**config.mk**
```make
export PLATFORM = sky130hd
export DESIGN_NAME = watchdog_power_cycle_ticker_unit
export DESIGN_NICKNAME = d
export VERILOG_FILES = /design/src/rtl/core/wpct_pkg.sv /design/src/rtl/core/watchdog_power_cycle_ticker_unit.sv
export VERILOG_INCLUDE_DIRS = /design/src /design/src/rtl/core
export SDC_FILE = /design/constraint.sdc
export NUM_CORES = 1
export LEC_CHECK = 0
export ABC_CLOCK_PERIOD_IN_PS = 8029
export BUFFER_PORTS_ARGS = -buffer_cell sky130_fd_sc_hd__buf_2
export CELL_PAD_IN_SITES_DETAIL_PLACEMENT = 1
export CELL_PAD_IN_SITES_GLOBAL_PLACEMENT = 1
export CORE_ASPECT_RATIO = 1.1
export CORE_MARGIN = 3
export CORE_UTILIZATION = 30
export CTS_BUF_LIST = sky130_fd_sc_hd__clkbuf_16
export DETAILED_ROUTE_END_ITERATION = 10
export GPL_TIMING_DRIVEN = 0
export PLACE_DENSITY_LB_ADDON = 0.1
export RECOVER_POWER = 25
export SYNTH_ARGS = -nofsm -noshare
export SYNTH_HDL_FRONTEND = slang
export SYNTH_SLANG_ARGS = --single-unit
```
**constraint.sdc**
```tcl
create_clock -name clk -period 8.03 [get_ports clk]
set_input_delay 1.2045 -clock clk [delete_from_list [all_inputs] [get_ports clk]]
set_output_delay 1.2045 -clock clk [all_outputs]
set_load 0.005 [all_outputs]
```
**src/rtl/core/assert_macros.svh**
```systemverilog
// Assertion macros included by the top-level RTL file
`ifndef ASSERT_MACROS_SVH
`define ASSERT_MACROS_SVH

// Check an implication on every clock edge outside reset
`define ASSERT_IMPL(label, clk, rst, ante, cons, msg) \
  label: assert property (@(posedge clk) disable iff (rst) (ante) |-> (cons)) \
    else $error(msg);

// Check a consequence in the cycle after the antecedent, outside reset
`define ASSERT_NEXT(label, clk, rst, ante, cons, msg) \
  label: assert property (@(posedge clk) disable iff (rst) (ante) |=> (cons)) \
    else $error(msg);

`endif

```
**src/rtl/core/wpct_pkg.sv**
```systemverilog
// Package: constants and register indexes of the watchdog power-cycle ticker
`default_nettype none
package wpct_pkg;

  // Milliseconds per second; the millisecond counter is 10 bits wide
  localparam int unsigned MsWidth = 10;
  localparam logic [MsWidth-1:0] TICKS_PER_SECOND = MsWidth'(1000);
  localparam logic [5:0] SECONDS_PER_MINUTE = 6'd60;
  localparam logic [15:0] SAT_MAX_16 = 16'hFFFF;

  // Configuration register indexes
  typedef enum logic [1:0] {
    REG_WATCHDOG_LIMIT = 2'd0,
    REG_OFF_TIME       = 2'd1,
    REG_SAMPLE_PERIOD  = 2'd2,
    REG_UNUSED         = 2'd3
  } reg_index_t;

  localparam logic [7:0] OFF_COUNTDOWN_RESET = 8'd2;

endpackage
`default_nettype wire

```
**src/rtl/core/watchdog_power_cycle_ticker_unit.sv**
```systemverilog
// Top level: millisecond ticker with watchdog power cycling, LED, uptime and sample strobe
// An accepted tick request's result is held in the output register from the next cycle.
// Throughput: one tick request per cycle while results are taken; the state update is a single pass of counters.
// The output register frees itself when taken, so a new request enters in that same cycle.
// Reset (rst, synchronous): counters clear, load-off countdown loads two, power latch off,
// all configuration registers clear, and no result is pending.
`default_nettype none
`include "assert_macros.svh"
module watchdog_power_cycle_ticker_unit (
  input  wire logic                        clk,
  input  wire logic                        rst,
  // configuration write channel
  input  wire logic                        cfg_valid,
  output logic                             cfg_ready,
  input  wire wpct_pkg::reg_index_t        cfg_index,
  input  wire logic [15:0]                 cfg_data,
  // tick request channel
  input  wire logic                        in_valid,
  output logic                             in_ready,
  input  wire logic [7:0]                  led_load,
  input  wire logic                        sample_restart,
  // result channel
  output logic                             out_valid,
  input  wire logic                        out_ready,
  output logic                             load_power_on,
  output logic                             led_on,
  output logic                             sample_strobe,
  output logic [15:0]                      interval_ms,
  output logic [15:0]                      uptime_min,
  output logic [15:0]                      watchdog_count
);
  import wpct_pkg::*;

  // configuration registers
  logic [15:0] watchdog_limit;
  logic [7:0]  off_time;
  logic [15:0] sample_period;

  // tick state
  logic [MsWidth-1:0] ms_in_second, ms_in_second_next;
  logic [15:0] wd_seconds, wd_seconds_next;
  logic [7:0]  off_countdown, off_countdown_next;
  logic [5:0]  sec_in_minute, sec_in_minute_next;
  logic [15:0] minutes_up, minutes_up_next;
  logic [15:0] ms_interval, ms_interval_next;
  logic [15:0] sample_ticks, sample_ticks_next;
  logic [7:0]  led_countdown, led_countdown_next;
  logic        power_latch, power_latch_next;
  logic        led_next, strobe_next;

  // intermediate second-boundary values
  logic [MsWidth-1:0] ms_inc;
  logic [15:0] wd_inc;
  logic [7:0]  oc_loaded, oc_dec, led_loaded;
  logic [5:0]  sec_inc;
  logic [15:0] sample_base, sample_inc;

  logic in_accept;

  assign cfg_ready = 1'b1;
  assign in_ready  = !out_valid || out_ready;
  assign in_accept = in_valid && in_ready;

  // write configuration registers
  always_ff @(posedge clk) begin
    if (rst) begin
      watchdog_limit <= '0;
      off_time       <= '0;
      sample_period  <= '0;
    end else if (cfg_valid) begin
      case (cfg_index)
        REG_WATCHDOG_LIMIT: watchdog_limit <= cfg_data;
        REG_OFF_TIME:       off_time       <= cfg_data[7:0];
        REG_SAMPLE_PERIOD:  sample_period  <= cfg_data;
        default: ;
      endcase
    end
  end

  // compute the state after one tick
  always_comb begin
    // LED countdown
    led_loaded = (led_load != '0) ? led_load : led_countdown;
    led_next   = (led_loaded != '0);
    led_countdown_next = led_next ? (led_loaded - 8'd1) : led_loaded;

    // saturating interval
    ms_interval_next = (ms_interval != SAT_MAX_16) ? (ms_interval + 16'd1) : ms_interval;

    // second boundary handling
    ms_inc             = ms_in_second + MsWidth'(1);
    wd_inc             = (wd_seconds != SAT_MAX_16) ? (wd_seconds + 16'd1) : wd_seconds;
    oc_loaded          = ((watchdog_limit != '0) && (wd_inc > watchdog_limit)
                          && (off_countdown == '0)) ? off_time : off_countdown;
    oc_dec             = oc_loaded - 8'd1;
    sec_inc            = sec_in_minute + 6'd1;
    ms_in_second_next  = ms_inc;
    wd_seconds_next    = wd_seconds;
    off_countdown_next = off_countdown;
    power_latch_next   = power_latch;
    sec_in_minute_next = sec_in_minute;
    minutes_up_next    = minutes_up;
    if (ms_inc == TICKS_PER_SECOND) begin
      ms_in_second_next = '0;
      if (oc_loaded == '0) begin
        power_latch_next   = 1'b1;
        off_countdown_next = '0;
        wd_seconds_next    = wd_inc;
      end else begin
        power_latch_next   = 1'b0;
        off_countdown_next = oc_dec;
        wd_seconds_next    = (oc_dec == '0) ? '0 : wd_inc;
      end
      if (sec_inc == SECONDS_PER_MINUTE) begin
        sec_in_minute_next = '0;
        minutes_up_next    = (minutes_up != SAT_MAX_16) ? (minutes_up + 16'd1) : minutes_up;
      end else begin
        sec_in_minute_next = sec_inc;
      end
    end

    // sample strobe, 16-bit wrap
    sample_base       = sample_restart ? '0 : sample_ticks;
    sample_inc        = sample_base + 16'd1;
    strobe_next       = (sample_inc == sample_period);
    sample_ticks_next = strobe_next ? '0 : sample_inc;
  end

  // advance state on an accepted request
  always_ff @(posedge clk) begin
    if (rst) begin
      ms_in_second  <= '0;
      wd_seconds    <= '0;
      off_countdown <= OFF_COUNTDOWN_RESET;
      sec_in_minute <= '0;
      minutes_up    <= '0;
      ms_interval   <= '0;
      sample_ticks  <= '0;
      led_countdown <= '0;
      power_latch   <= 1'b0;
    end else if (in_accept) begin
      ms_in_second  <= ms_in_second_next;
      wd_seconds    <= wd_seconds_next;
      off_countdown <= off_countdown_next;
      sec_in_minute <= sec_in_minute_next;
      minutes_up    <= minutes_up_next;
      ms_interval   <= ms_interval_next;
      sample_ticks  <= sample_ticks_next;
      led_countdown <= led_countdown_next;
      power_latch   <= power_latch_next;
    end
  end

  // hold the result until taken
  always_ff @(posedge clk) begin
    if (rst) begin
      out_valid <= 1'b0;
    end else if (in_accept) begin
      out_valid <= 1'b1;
    end else if (out_ready) begin
      out_valid <= 1'b0;
    end
  end

  always_ff @(posedge clk) begin
    if (in_accept) begin
      load_power_on  <= power_latch_next;
      led_on         <= led_next;
      sample_strobe  <= strobe_next;
      interval_ms    <= ms_interval_next;
      uptime_min     <= minutes_up_next;
      watchdog_count <= wd_seconds_next;
    end
  end

  // load power only once the off countdown has run out
  `ASSERT_IMPL(a_power_needs_no_countdown, clk, rst, power_latch, off_countdown == '0,
    "load powered while off countdown runs")
  // millisecond counter stays below one second
  `ASSERT_IMPL(a_ms_in_range, clk, rst, 1'b1, ms_in_second < TICKS_PER_SECOND,
    "millisecond counter out of range")
  // a loaded LED time lights the LED on that tick
  `ASSERT_NEXT(a_led_load_lights, clk, rst, in_accept && (led_load != '0),
    out_valid && led_on, "LED not lit after load")
  // interval count never falls and is never zero after a tick
  `ASSERT_NEXT(a_interval_monotonic, clk, rst, in_accept,
    (interval_ms != '0) && (ms_interval >= $past(ms_interval)),
    "interval count fell")

endmodule
`default_nettype wire
```
==> results of run 1 <==
==> cells in the final DEF (no fill, tap or decap), types with 25 or more instances in the layout <==
master and count:
buf_2 59, xor2_1 32, nor3_1 37, nor2_1 113, inv_1 34, nand2_1 212
nand3_1 44, a21oi_1 102, o21ai_0 48, dfxtp_1 138, clkbuf_1 87, xnor2_1 50
edfxtp_1 51, ha_1 25
==> layer usage <==
layer  GRT usage  routed length, um  vias up  part of all wire
li1            -                  -     4508                 -
met2       0.305              15000      117              0.47
met1       0.233              15400     4355              0.49
met4      0.0375                310        0            0.0098
met3      0.0254                852       21             0.027
met5           0                  0        -                 0
==> cell type report <==
| cell class | instances | share of cell area |
|---|---|---|
| multi-input cells | 930 | 0.467 |
| flip-flops and latches | 189 | 0.370 |
| well taps | 426 | 0.0460 |
| clock buffers | 17 | 0.0367 |
| repair buffers | 85 | 0.0347 |
| plain buffers | 69 | 0.0232 |
| inverters | 35 | 0.0113 |
| clock inverters | 15 | 0.0110 |
==> flip-flops by register name, summed over array words and instances, names as in the netlist <==
register and cells:
out_valid 1, watchdog_limit 16, off_countdown 8, led_countdown 8, sample_strobe 1, power_latch 1
sample_period 16, interval_ms 16, wd_seconds 16, led_on 1, uptime_min 16, load_power_on 1
sample_ticks 16, watchdog_count 16, ms_in_second 10, ms_interval 16, minutes_up 16, sec_in_minute 6
off_time 8
==> worst register-to-register path, cell delays in order, from the launching register on <==
cell and delay (ns):
dfxtp_1 0.31, clkbuf_1 0.33, and3_1 0.28, nand4_1 0.16, nor3_1 0.54, nand3_1 0.38, nand2b_1 0.16, clkbuf_1 0.33
nor2_1 0.12, xnor2_1 0.38, inv_1 0.10, ha_1 0.32, nand4_1 0.11, nor4_1 0.40, o21ai_0 0.27, a31oi_4 0.31
buf_2 0.26, a21oi_1 0.13, ha_1 0.25, nand3_1 0.14, nand2b_1 0.08, o221ai_1 0.21, and3_1 0.20, buf_2 0.23
buf_2 0.27, o21ai_0 0.13, a22o_1 0.32
==> stage by stage <==
step	setup slack, ns	instance area [um2]	instances
finish	1.03	11600	1766
detailed placement	1.07	11100	1734
global route	0.376	11600	1766
floorplan	2.49	10100	1223
global placement	0.555	11100	1732
CTS	1.01	11600	1766
==> how the worst max path moves through the flow <==
stage                               start                            end  cells past startpoint
2_1_floorplan  wd_seconds[4]$_SDFFE_PP0P_  off_countdown[3]$_SDFFE_PP0P_                     24
3_3_place_gp   wd_seconds[4]$_SDFFE_PP0P_  off_countdown[3]$_SDFFE_PP0P_                     24
3_5_place_dp   wd_seconds[4]$_SDFFE_PP0P_    watchdog_count[0]$_DFFE_PP_                     26
4_1_cts        wd_seconds[4]$_SDFFE_PP0P_    watchdog_count[0]$_DFFE_PP_                     26
5_1_grt        wd_seconds[4]$_SDFFE_PP0P_    watchdog_count[3]$_DFFE_PP_                     26
6_report       wd_seconds[4]$_SDFFE_PP0P_    watchdog_count[0]$_DFFE_PP_                     26
==> Yosys cell counts, drive strengths merged, types with 4 or more instances <==
cell type	n	area, um2
a21oi	102	510
edfxtp	51	1530
and2	5	31.3
or2	4	25.0
a22oi	4	30.0
a31o	4	35.0
o31ai	6	45.0
or3	21	131
clkbuf	56	210
o21ai	48	240
nand4	18	113
xor2	32	280
nor3	38	195
mux2i	18	180
or4	6	48.8
and3	18	113
nand2	212	796
nand2b	24	150
buf	13	57.6
nor3b	4	30.0
a311oi	4	35.0
o22ai	10	62.6
dfxtp	138	2760
nand4b	4	35.0
a21o	6	45.0
xnor2	50	438
a211oi	6	45.0
a22o	5	43.8
nor4	24	163
nor2	113	424
o21a	6	45.0
a31oi	8	65.1
ha	25	313
nand3b	8	60.1
inv	34	128
nor2b	12	75.1
nand3	45	230
==> logic make-up after synthesis <==
kind of cell             share of synthesized area
other                                     0.000371
flip-flops                                   0.425
AO/OA/AOI/OAI                                0.142
AND/OR/NAND/NOR                              0.268
buffers and inverters                       0.0395
adder cells (fa/ha/maj)                     0.0310
multiplexers                                0.0212
XOR/XNOR                                    0.0733
==> power by group <==
| group | switching [mW] | internal (mW) |
|---|---|---|
| clock network | 0.418 | 0.409 |
| logic | 0.107 | 0.0550 |
| registers | 0.0188 | 1.01 |
==> flow_metrics.py, run 1 <==
metrics = {
    "synth": {
        "ys.flop_type": "dfxtp_1",
        "syn-cell-area_um2": 10100,
        "ys_ff_latch": 189,
        "synth.avg_cell_area_um2": 8.26,
        "yosys_warnings": 0,
        "netlist_instances": 1223,
        "synth.distinct_cells": 71,
        "synth_nets": 1280,
        "async_flop_share": 0,
        "synth_enable_flop_cells": 51,
        "yosysSeqAreaShare": 0.425,
    },
    "power": {
        "leakage_nw": 4.12,
        "fin_total_pwr_mw": 2.01,
        "peakVddDrop_v": 0.000134,
        "power.density_nw_per_um2": 174,
    },
    "min_path": {
        "min_to": "power_latch$_SDFFE_PP0P_",
        "worstHoldStart": "power_latch$_SDFFE_PP0P_",
        "hold_path_depth": 2,
        "hold_class": "reg2reg",
    },
    "timing": {
        "hold_viol_final": 0,
        "finalSetupViolCount": 0,
        "fmax_ghz": 0.143,
        "setup_tns_ns": 0,
        "fin_worst_skew_ns": 0.0133,
        "min_period_over_period": 0.871,
        "finalHoldWorstSlack_ns": 0.467,
        "rsz0062_at_grt": "false",
        "relSlewSlack": 0.132,
        "slew_viol_final": 0,
        "tightestPinTransition_ns": 1.29,
        "min_period_ns": 7.00,
    },
    "floorplan": {
        "fp.dieH_um": 198,
        "core_um2": 32700,
        "row_count": 69,
        "ioPinCount": 86,
        "die_area_um2": 35900,
        "initial_core_util": 0.309,
        "fp.dieW_um": 181,
    },
    "clocking": {
        "cts_buffers": 17,
        "clk_path_buf_depth": 2,
        "postCtsHoldBufs": 0,
        "cts_resized": 0,
        "clock-sinks": 189,
        "cts_tree": "done",
        "clkTransAtPathRegs_ns": 0.08,
        "insertion_delay_ns": 0.44,
        "post-cts-setup-buffer-count": 0,
        "cts_root_buf": "clkbuf_16",
        "cts_max_level": 4,
    },
    "job": {
        "cap_violations": 0,
    },
    "global_routing": {
        "grt_pass1_wl_mm": 50.1,
        "grt_max_degree": 33,
        "grt_use_total": 0.175,
        "grt_pass1_vias": 9063,
        "antenna_found_initial": 0,
        "grt_overflow": 0,
    },
    "place": {
        "gp_congestion": 0.831,
        "port_buffers": 83,
        "dp_hpwl_mm": 23.4,
    },
    "drt": {
        "wirelength_mm": 31.5,
        "drt_iter0_markers": 422,
        "dr.pass1.iters": 5,
        "viasPerCell": 5.10,
        "postRouteAntennaNets": 0,
        "route.vias.total": 9001,
        "drc": 0,
        "wl_per_cell_um": 17.9,
    },
    "worst_setup_path": {
        "max_stage_delay_ns": 0.54,
        "crit_family": "simple AND/OR/NAND/NOR gates",
        "cp-start-kind": "flop",
        "cp_slowest_cell": "nor3_1",
        "critPathArrivalTime_ns": 7.18,
        "reg2regPathDepth": 26,
        "cp_max_fo": 10,
        "cpMostUsedCell": "buf_2",
        "critPathCaptureType": "flop",
        "critPathKind": "reg2reg",
        "reg2reg_slack_ns": 1.03,
        "required_ns": 8.22,
        "critPathBufInv": 6,
        "reg2reg_from": "wd_seconds[4]$_SDFFE_PP0P_",
        "reg2reg_to": "watchdog_count[0]$_DFFE_PP_",
    },
    "cells_and_area": {
        "fill_cells": 3974,
        "final_util": 0.354,
        "regArea_um2": 4290,
        "layout.nets": 1384,
        "syn_to_final_growth_pct": 14.8,
        "multi_input_area_um2": 5410,
        "drive_gt1_frac": 0.0828,
        "antenna_cells": 0,
    },
    "run_status": {
        "outcome": "finished clean",
    },
}
Note: power is estimated with default switching activity, not from simulation.
==> run 2, diff against run 1 <==
--- a/config.mk
+++ b/config.mk
@@ -8,2 +8,3 @@
 export LEC_CHECK = 0
+export ABC_AREA = 1
 export ABC_CLOCK_PERIOD_IN_PS = 8029
--- a/constraint.sdc
+++ b/constraint.sdc
@@ -3,2 +3,2 @@
 set_output_delay 1.2045 -clock clk [all_outputs]
-set_load 0.005 [all_outputs]
+set_load 0.01 [all_outputs]
==> flow_metrics.py, run 2 <==
metrics = {
    "global_routing": {
        "antenna_found_initial": 0,
        "grt_max_degree": 61,
        "grt_pass1_vias": 9413,
        "grt_overflow": 0,
        "grt_pass1_wl_mm": 49.4,
        "grt_use_total": 0.171,
    },
    "worst_setup_path": {
        "required_ns": 8.20,
        "cp_slowest_cell": "nor3_1",
        "critPathKind": "reg2reg",
        "crit_start": "wd_seconds[4]$_SDFFE_PP0P_",
        "reg2reg_to": "watchdog_count[9]$_DFFE_PP_",
        "critPathCaptureType": "flop",
        "reg2regPathDepth": 30,
        "cpMostUsedCell": "nand3_1",
        "reg2reg_slack_ns": 2.72,
        "cp_max_fo": 10,
        "critPathArrivalTime_ns": 5.48,
        "max_stage_delay_ns": 0.45,
        "reg2reg_from": "wd_seconds[4]$_SDFFE_PP0P_",
        "cp-start-kind": "flop",
    },
    "cells_and_area": {
        "final_cell_count_no_fill": 1897,
        "layout.nets": 1515,
        "drive_gt1_frac": 0.0714,
        "final_common_cell": "nand2_1",
        "syn_to_final_growth_pct": 14.1,
        "antenna_cells": 0,
        "layout_common_cells": "233 x nand2_1, 194 x inv_1, 150 x o21ai_0, 138 x dfxtp_1, 110 x a21oi_1",
        "fill_cells": 4126,
    },
    "power": {
        "peakVddDrop_v": 0.000159,
        "p_int_mw": 1.50,
        "leakage_nw": 4.70,
        "p_seq_frac": 0.512,
        "p_sw_frac": 0.269,
        "combPwrFrac": 0.099,
        "p_sw_mw": 0.550,
        "p_clk_frac": 0.388,
        "fin_total_pwr_mw": 2.05,
        "power.density_nw_per_um2": 178,
    },
    "drt": {
        "route.vias.total": 9090,
        "drc": 0,
        "postRouteAntennaNets": 0,
        "dr.pass1.iters": 4,
        "wirelength_mm": 30.1,
        "drt_iter0_markers": 318,
        "viasPerCell": 4.79,
        "wl_per_cell_um": 15.9,
    },
    "timing": {
        "finalHoldWorstSlack_ns": 0.454,
        "setup_tns_ns": 0,
        "slew_viol_final": 61,
        "min_period_over_period": 0.661,
        "hold_viol_final": 0,
        "fmax_ghz": 0.188,
        "rsz0062_at_grt": "false",
        "relSlewSlack": -1.40,
        "fin_worst_skew_ns": 0.0113,
        "finalSetupViolCount": 0,
        "min_period_ns": 5.31,
        "tightestPinTransition_ns": 3.60,
    },
    "synth": {
        "synth.avg_cell_area_um2": 7.42,
        "yosys_warnings": 0,
        "async_flop_share": 0,
        "synth.distinct_cells": 46,
        "yosysSeqAreaShare": 0.427,
        "ys_ff_latch": 189,
        "yosys.area.top_type": "dfxtp_1",
        "synth_nets": 1413,
        "yosysMostFrequentCell": "nand2_1",
        "synth_enable_flop_cells": 51,
        "ys_top_cells_by_count": "233 x nand2_1, 190 x inv_1, 150 x o21ai_0, 138 x dfxtp_1, 110 x a21oi_1",
        "ys.flop_type": "dfxtp_1",
        "synth.area.top_cells": "dfxtp_1 27%, edfxtp_1 15%, nand2_1 8.7%",
        "netlist_instances": 1356,
        "syn-cell-area_um2": 10100,
        "synth_top_area_frac": 0.275,
    },
    "place": {
        "port_buffers": 83,
        "dp_hpwl_mm": 22.9,
        "gp_congestion": 0.819,
        "dp.cells": 1865,
    },
    "clocking": {
        "cts_resized": 0,
        "cts_max_level": 4,
        "clock-sinks": 189,
        "post-cts-setup-buffer-count": 0,
        "cts_root_buf": "clkbuf_16",
        "postCtsHoldBufs": 0,
        "cts_buffers": 17,
        "cts_tree": "done",
        "clk_path_buf_depth": 2,
        "insertion_delay_ns": 0.45,
        "clkTransAtPathRegs_ns": 0.07,
    },
    "floorplan": {
        "ioPinCount": 86,
        "fp.dieW_um": 181,
        "initial_core_util": 0.307,
        "fp.dieH_um": 198,
        "core_um2": 32700,
        "die_area_um2": 35800,
        "row_count": 69,
    },
    "min_path": {
        "worstHoldStart": "wd_seconds[8]$_SDFFE_PP0P_",
        "hold_path_depth": 2,
        "min_to": "wd_seconds[8]$_SDFFE_PP0P_",
        "hold_class": "reg2reg",
    },
    "job": {
        "cap_violations": 1,
    },
    "run_status": {
        "violations": "capacitance limit, slew limit",
        "outcome": "finished with violations",
    },
}
[run 2: changes by cell type in the layout (fill, tap and decap cells not counted), sizes merged, moves of 15 or more]
cell / change
and3: -18
buf: -20
inv: +159
mux2i: -18
nand2: +28
nand2b: -24
nand3: +62
nand4: +16
nor4: -15
o21ai: +107
or3: -21
xnor2: -42
xor2: +19
[run 2: layout make-up]
cell class                      count  area (um2)  area share
Clock buffer                       18         450      0.0393
Inverter                          200         753      0.0657
Clock inverter                     14        81.3     0.00709
Timing Repair Buffer               83         350      0.0305
Buffer                             53         240      0.0209
Tap cell                          426         533      0.0465
Multi-Input combinational cell    914        4770       0.416
Sequential cell                   189        4290       0.374
[run 2: critical path: cells and delay by family (launching register included)]
family | cells | cell delay, ns
and+or+nand+nor | 21 | 2.86
buffers and inverters | 4 | 0.61
adders and majority gates | 2 | 0.56
DFF | 1 | 0.41
xor gates and xnor gates | 1 | 0.36
AOI/OAI and AO/OA | 2 | 0.19
[run 2: worst max-delay path by stage]
| stage | end | slack (ns) | depth (start not counted) |
|---|---|---|---|
| after floorplan | watchdog_count[1]$_DFFE_PP_ | 4.08 | 30 |
| after global placement | watchdog_count[15]$_DFFE_PP_ | 2.67 | 30 |
| after detailed placement | watchdog_count[9]$_DFFE_PP_ | 2.66 | 30 |
| after CTS | watchdog_count[9]$_DFFE_PP_ | 2.62 | 30 |
| after global routing | watchdog_count[9]$_DFFE_PP_ | 1.99 | 30 |
| final | watchdog_count[9]$_DFFE_PP_ | 2.72 | 30 |
[run 2: per-layer routing]
layer	up-vias	routed length (um)	global-route usage
li1	4667	-	-
met1	4312	14400	0.221
met2	93	14700	0.301
met3	18	652	0.0255
met4	0	309	0.0426
met5	-	0	0
[run 2: logic make-up (layout without fill, tap and decap cells)]
logic type               Yosys count  after routing  share of synthesized area
buffers and inverters            253            368                     0.0989
adder cells (fa/ha/maj)           25             25                     0.0311
AO/OA/AOI/OAI                    282            282                      0.144
XOR/XNOR                          59             59                     0.0529
flip-flops                       189            189                      0.427
AND/OR/NAND/NOR                  547            547                      0.245
other                              1              1                   0.000373
[run 2: through the flow]
stage,cell area [um2],setup WS [ns],utilization
2_1_floorplan,10100,4.08,-
3_3_place_gp,11000,2.67,0.336
3_5_place_dp,11000,2.66,0.336
4_1_cts,11500,2.62,0.353
5_1_grt,11500,1.99,0.351
6_report,11500,2.72,0.351
[run 2: power by group through the flow]
stage / registers, mW / logic [mW] / clock network [mW]
finish: 1.05 / 0.203 / 0.795
global route: 1.05 / 0.235 / 0.858
CTS: 1.05 / 0.213 / 0.830
detailed placement: 1.07 / 0.212 / 0
global placement: 1.07 / 0.208 / 0
floorplan: 1.07 / 0.123 / 0
==> run 3, diff against run 2 <==
ABC_CLOCK_PERIOD_IN_PS = 4400   (was 8029)
clock period = 4.4 ns   (was 8.03 ns; I/O delays follow)
==> flow_metrics.py, run 3 (synthesis gave the netlist of run 2 again) <==
metrics = {
    "min_path": {
        "min_to": "wd_seconds[8]$_SDFFE_PP0P_",
        "worstHoldStart": "wd_seconds[8]$_SDFFE_PP0P_",
        "hold_path_depth": 2,
        "hold_class": "reg2reg",
    },
    "cells_and_area": {
        "antenna_cells": 0,
        "syn_to_final_growth_pct": 18.9,
        "layout.nets": 1534,
        "fin_area_um2": 12000,
        "layout_common_cells": "220 x nand2_1, 186 x inv_1, 145 x o21ai_0, 131 x dfxtp_1, 106 x a21oi_1",
        "final_util": 0.365,
        "final_cell_count_no_fill": 1916,
        "drive_gt1_frac": 0.124,
        "final_common_cell": "nand2_1",
    },
    "drt": {
        "postRouteAntennaNets": 0,
        "route.vias.total": 9208,
        "drc": 0,
        "wl_per_cell_um": 16.1,
        "viasPerCell": 4.81,
        "dr.pass1.iters": 4,
        "wirelength_mm": 30.9,
        "drt_iter0_markers": 296,
    },
    "floorplan": {
        "die_area_um2": 35800,
        "fp.dieW_um": 181,
        "core_um2": 32700,
        "initial_core_util": 0.307,
        "ioPinCount": 86,
        "fp.dieH_um": 198,
        "row_count": 69,
    },
    "global_routing": {
        "grt_pass1_wl_mm": 50.2,
        "grt_use_total": 0.174,
        "antenna_found_initial": 0,
        "grt_overflow": 0,
        "grt_pass1_vias": 9552,
        "grt_max_degree": 61,
    },
    "clocking": {
        "clock-sinks": 189,
        "cts_tree": "done",
        "insertion_delay_ns": 0.45,
        "clk_path_buf_depth": 2,
        "cts_root_buf": "clkbuf_16",
        "clkTransAtPathRegs_ns": 0.07,
        "cts_max_level": 4,
        "cts_buffers": 17,
    },
    "worst_setup_path": {
        "max_stage_delay_ns": 0.37,
        "critPathKind": "reg2reg",
        "critPathCaptureType": "flop",
        "cp_max_fo": 8,
        "reg2reg_to": "watchdog_count[15]$_DFFE_PP_",
        "reg2reg_slack_ns": 0.26,
        "cp_slowest_cell": "dfxtp_4",
        "reg2reg_from": "wd_seconds[5]$_SDFFE_PP0P_",
        "critPathArrivalTime_ns": 4.32,
        "crit_family": "simple AND/OR/NAND/NOR gates",
        "cp-start-kind": "flop",
        "critPathBufInv": 4,
        "required_ns": 4.58,
        "reg2regPathDepth": 31,
    },
    "run_status": {
        "outcome": "finished with violations",
        "violations": "capacitance limit, slew limit",
    },
    "place": {
        "dp.cells": 1865,
        "port_buffers": 83,
        "pre_cts_ws_ns": -0.968,
        "place_area_um2": 11000,
        "dp_hpwl_mm": 22.9,
        "gp_congestion": 0.819,
    },
    "timing": {
        "min_period_ns": 4.14,
        "fin_worst_skew_ns": 0.0110,
        "tightestPinTransition_ns": 1.70,
        "fmax_ghz": 0.242,
        "slew_viol_final": 61,
        "rsz0062_at_grt": "true",
        "finalHoldWorstSlack_ns": 0.453,
        "setup_tns_ns": 0,
        "min_period_over_period": 0.941,
        "hold_viol_final": 0,
        "relSlewSlack": -0.131,
        "finalSetupViolCount": 0,
        "fin_ws_ns": 0.261,
    },
    "power": {
        "peakVddDrop_v": 0.000291,
        "leakage_nw": 4.88,
        "power.density_nw_per_um2": 313,
        "fin_total_pwr_mw": 3.74,
    },
    "job": {
        "cap_violations": 1,
    },
}
[run 3: worst max path at each step]
| stage | from | endpoint | slack (ns) | depth (start not counted) |
|---|---|---|---|---|
| finish | wd_seconds[5]$_SDFFE_PP0P_ | watchdog_count[15]$_DFFE_PP_ | 0.26 | 31 |
| global route | wd_seconds[5]$_SDFFE_PP0P_ | watchdog_count[15]$_DFFE_PP_ | -0.06 | 30 |
| floorplan | wd_seconds[4]$_SDFFE_PP0P_ | watchdog_count[1]$_DFFE_PP_ | 0.45 | 30 |
| detailed placement | wd_seconds[4]$_SDFFE_PP0P_ | watchdog_count[9]$_DFFE_PP_ | -0.97 | 30 |
| global placement | wd_seconds[4]$_SDFFE_PP0P_ | watchdog_count[15]$_DFFE_PP_ | -0.96 | 30 |
| CTS | wd_seconds[0]$_SDFFE_PP0P_ | watchdog_count[9]$_DFFE_PP_ | 0.003 | 30 |
[run 3: worst register-to-register path: cells and delay by family (launching register included)]
| family | cells | cell delay [ns] |
|---|---|---|
| simple gates | 22 | 2.14 |
| xor+xnor | 1 | 0.20 |
| fa+ha+maj | 2 | 0.44 |
| flops | 1 | 0.37 |
| buf+inv | 4 | 0.45 |
| compound gates | 2 | 0.26 |
[run 3: cell type report]
cell class,count,area (um2)
Fill cell,4084,20800
Inverter,200,766
Tap cell,426,533
Clock inverter,14,81.3
Buffer,53,253
Timing Repair Buffer,102,495
Multi-Input combinational cell,914,5060
Clock buffer,18,450
Sequential cell,189,4310
[run 3: report_power, final]
part | switching (mW) | leakage, nW | internal [mW]
combinational | 0.263 | 2.97 | 0.114
sequential | 0.0403 | 1.64 | 1.87
clock | 0.705 | 0.272 | 0.747
[run 3: repair_timing]
item / 4_1_cts / 5_1_grt
pin swaps: 8 / 16
buffers inserted: 11 / 7
gates resized for setup: 37 / 60
gates cloned: 1 / 0
endpoints found under the setup margin: 42 / 41
hold buffers: 0 / 0
[run 3: metal layers]
layer | wire [um] | global-route usage | part of all wire | up-vias
met2 | 15400 | 0.309 | 0.50 | 99
met4 | 340 | 0.0426 | 0.011 | 0
met3 | 674 | 0.0255 | 0.022 | 19
met1 | 14500 | 0.224 | 0.47 | 4385
met5 | 0 | 0 | 0 | -
li1 | - | - | - | 4705
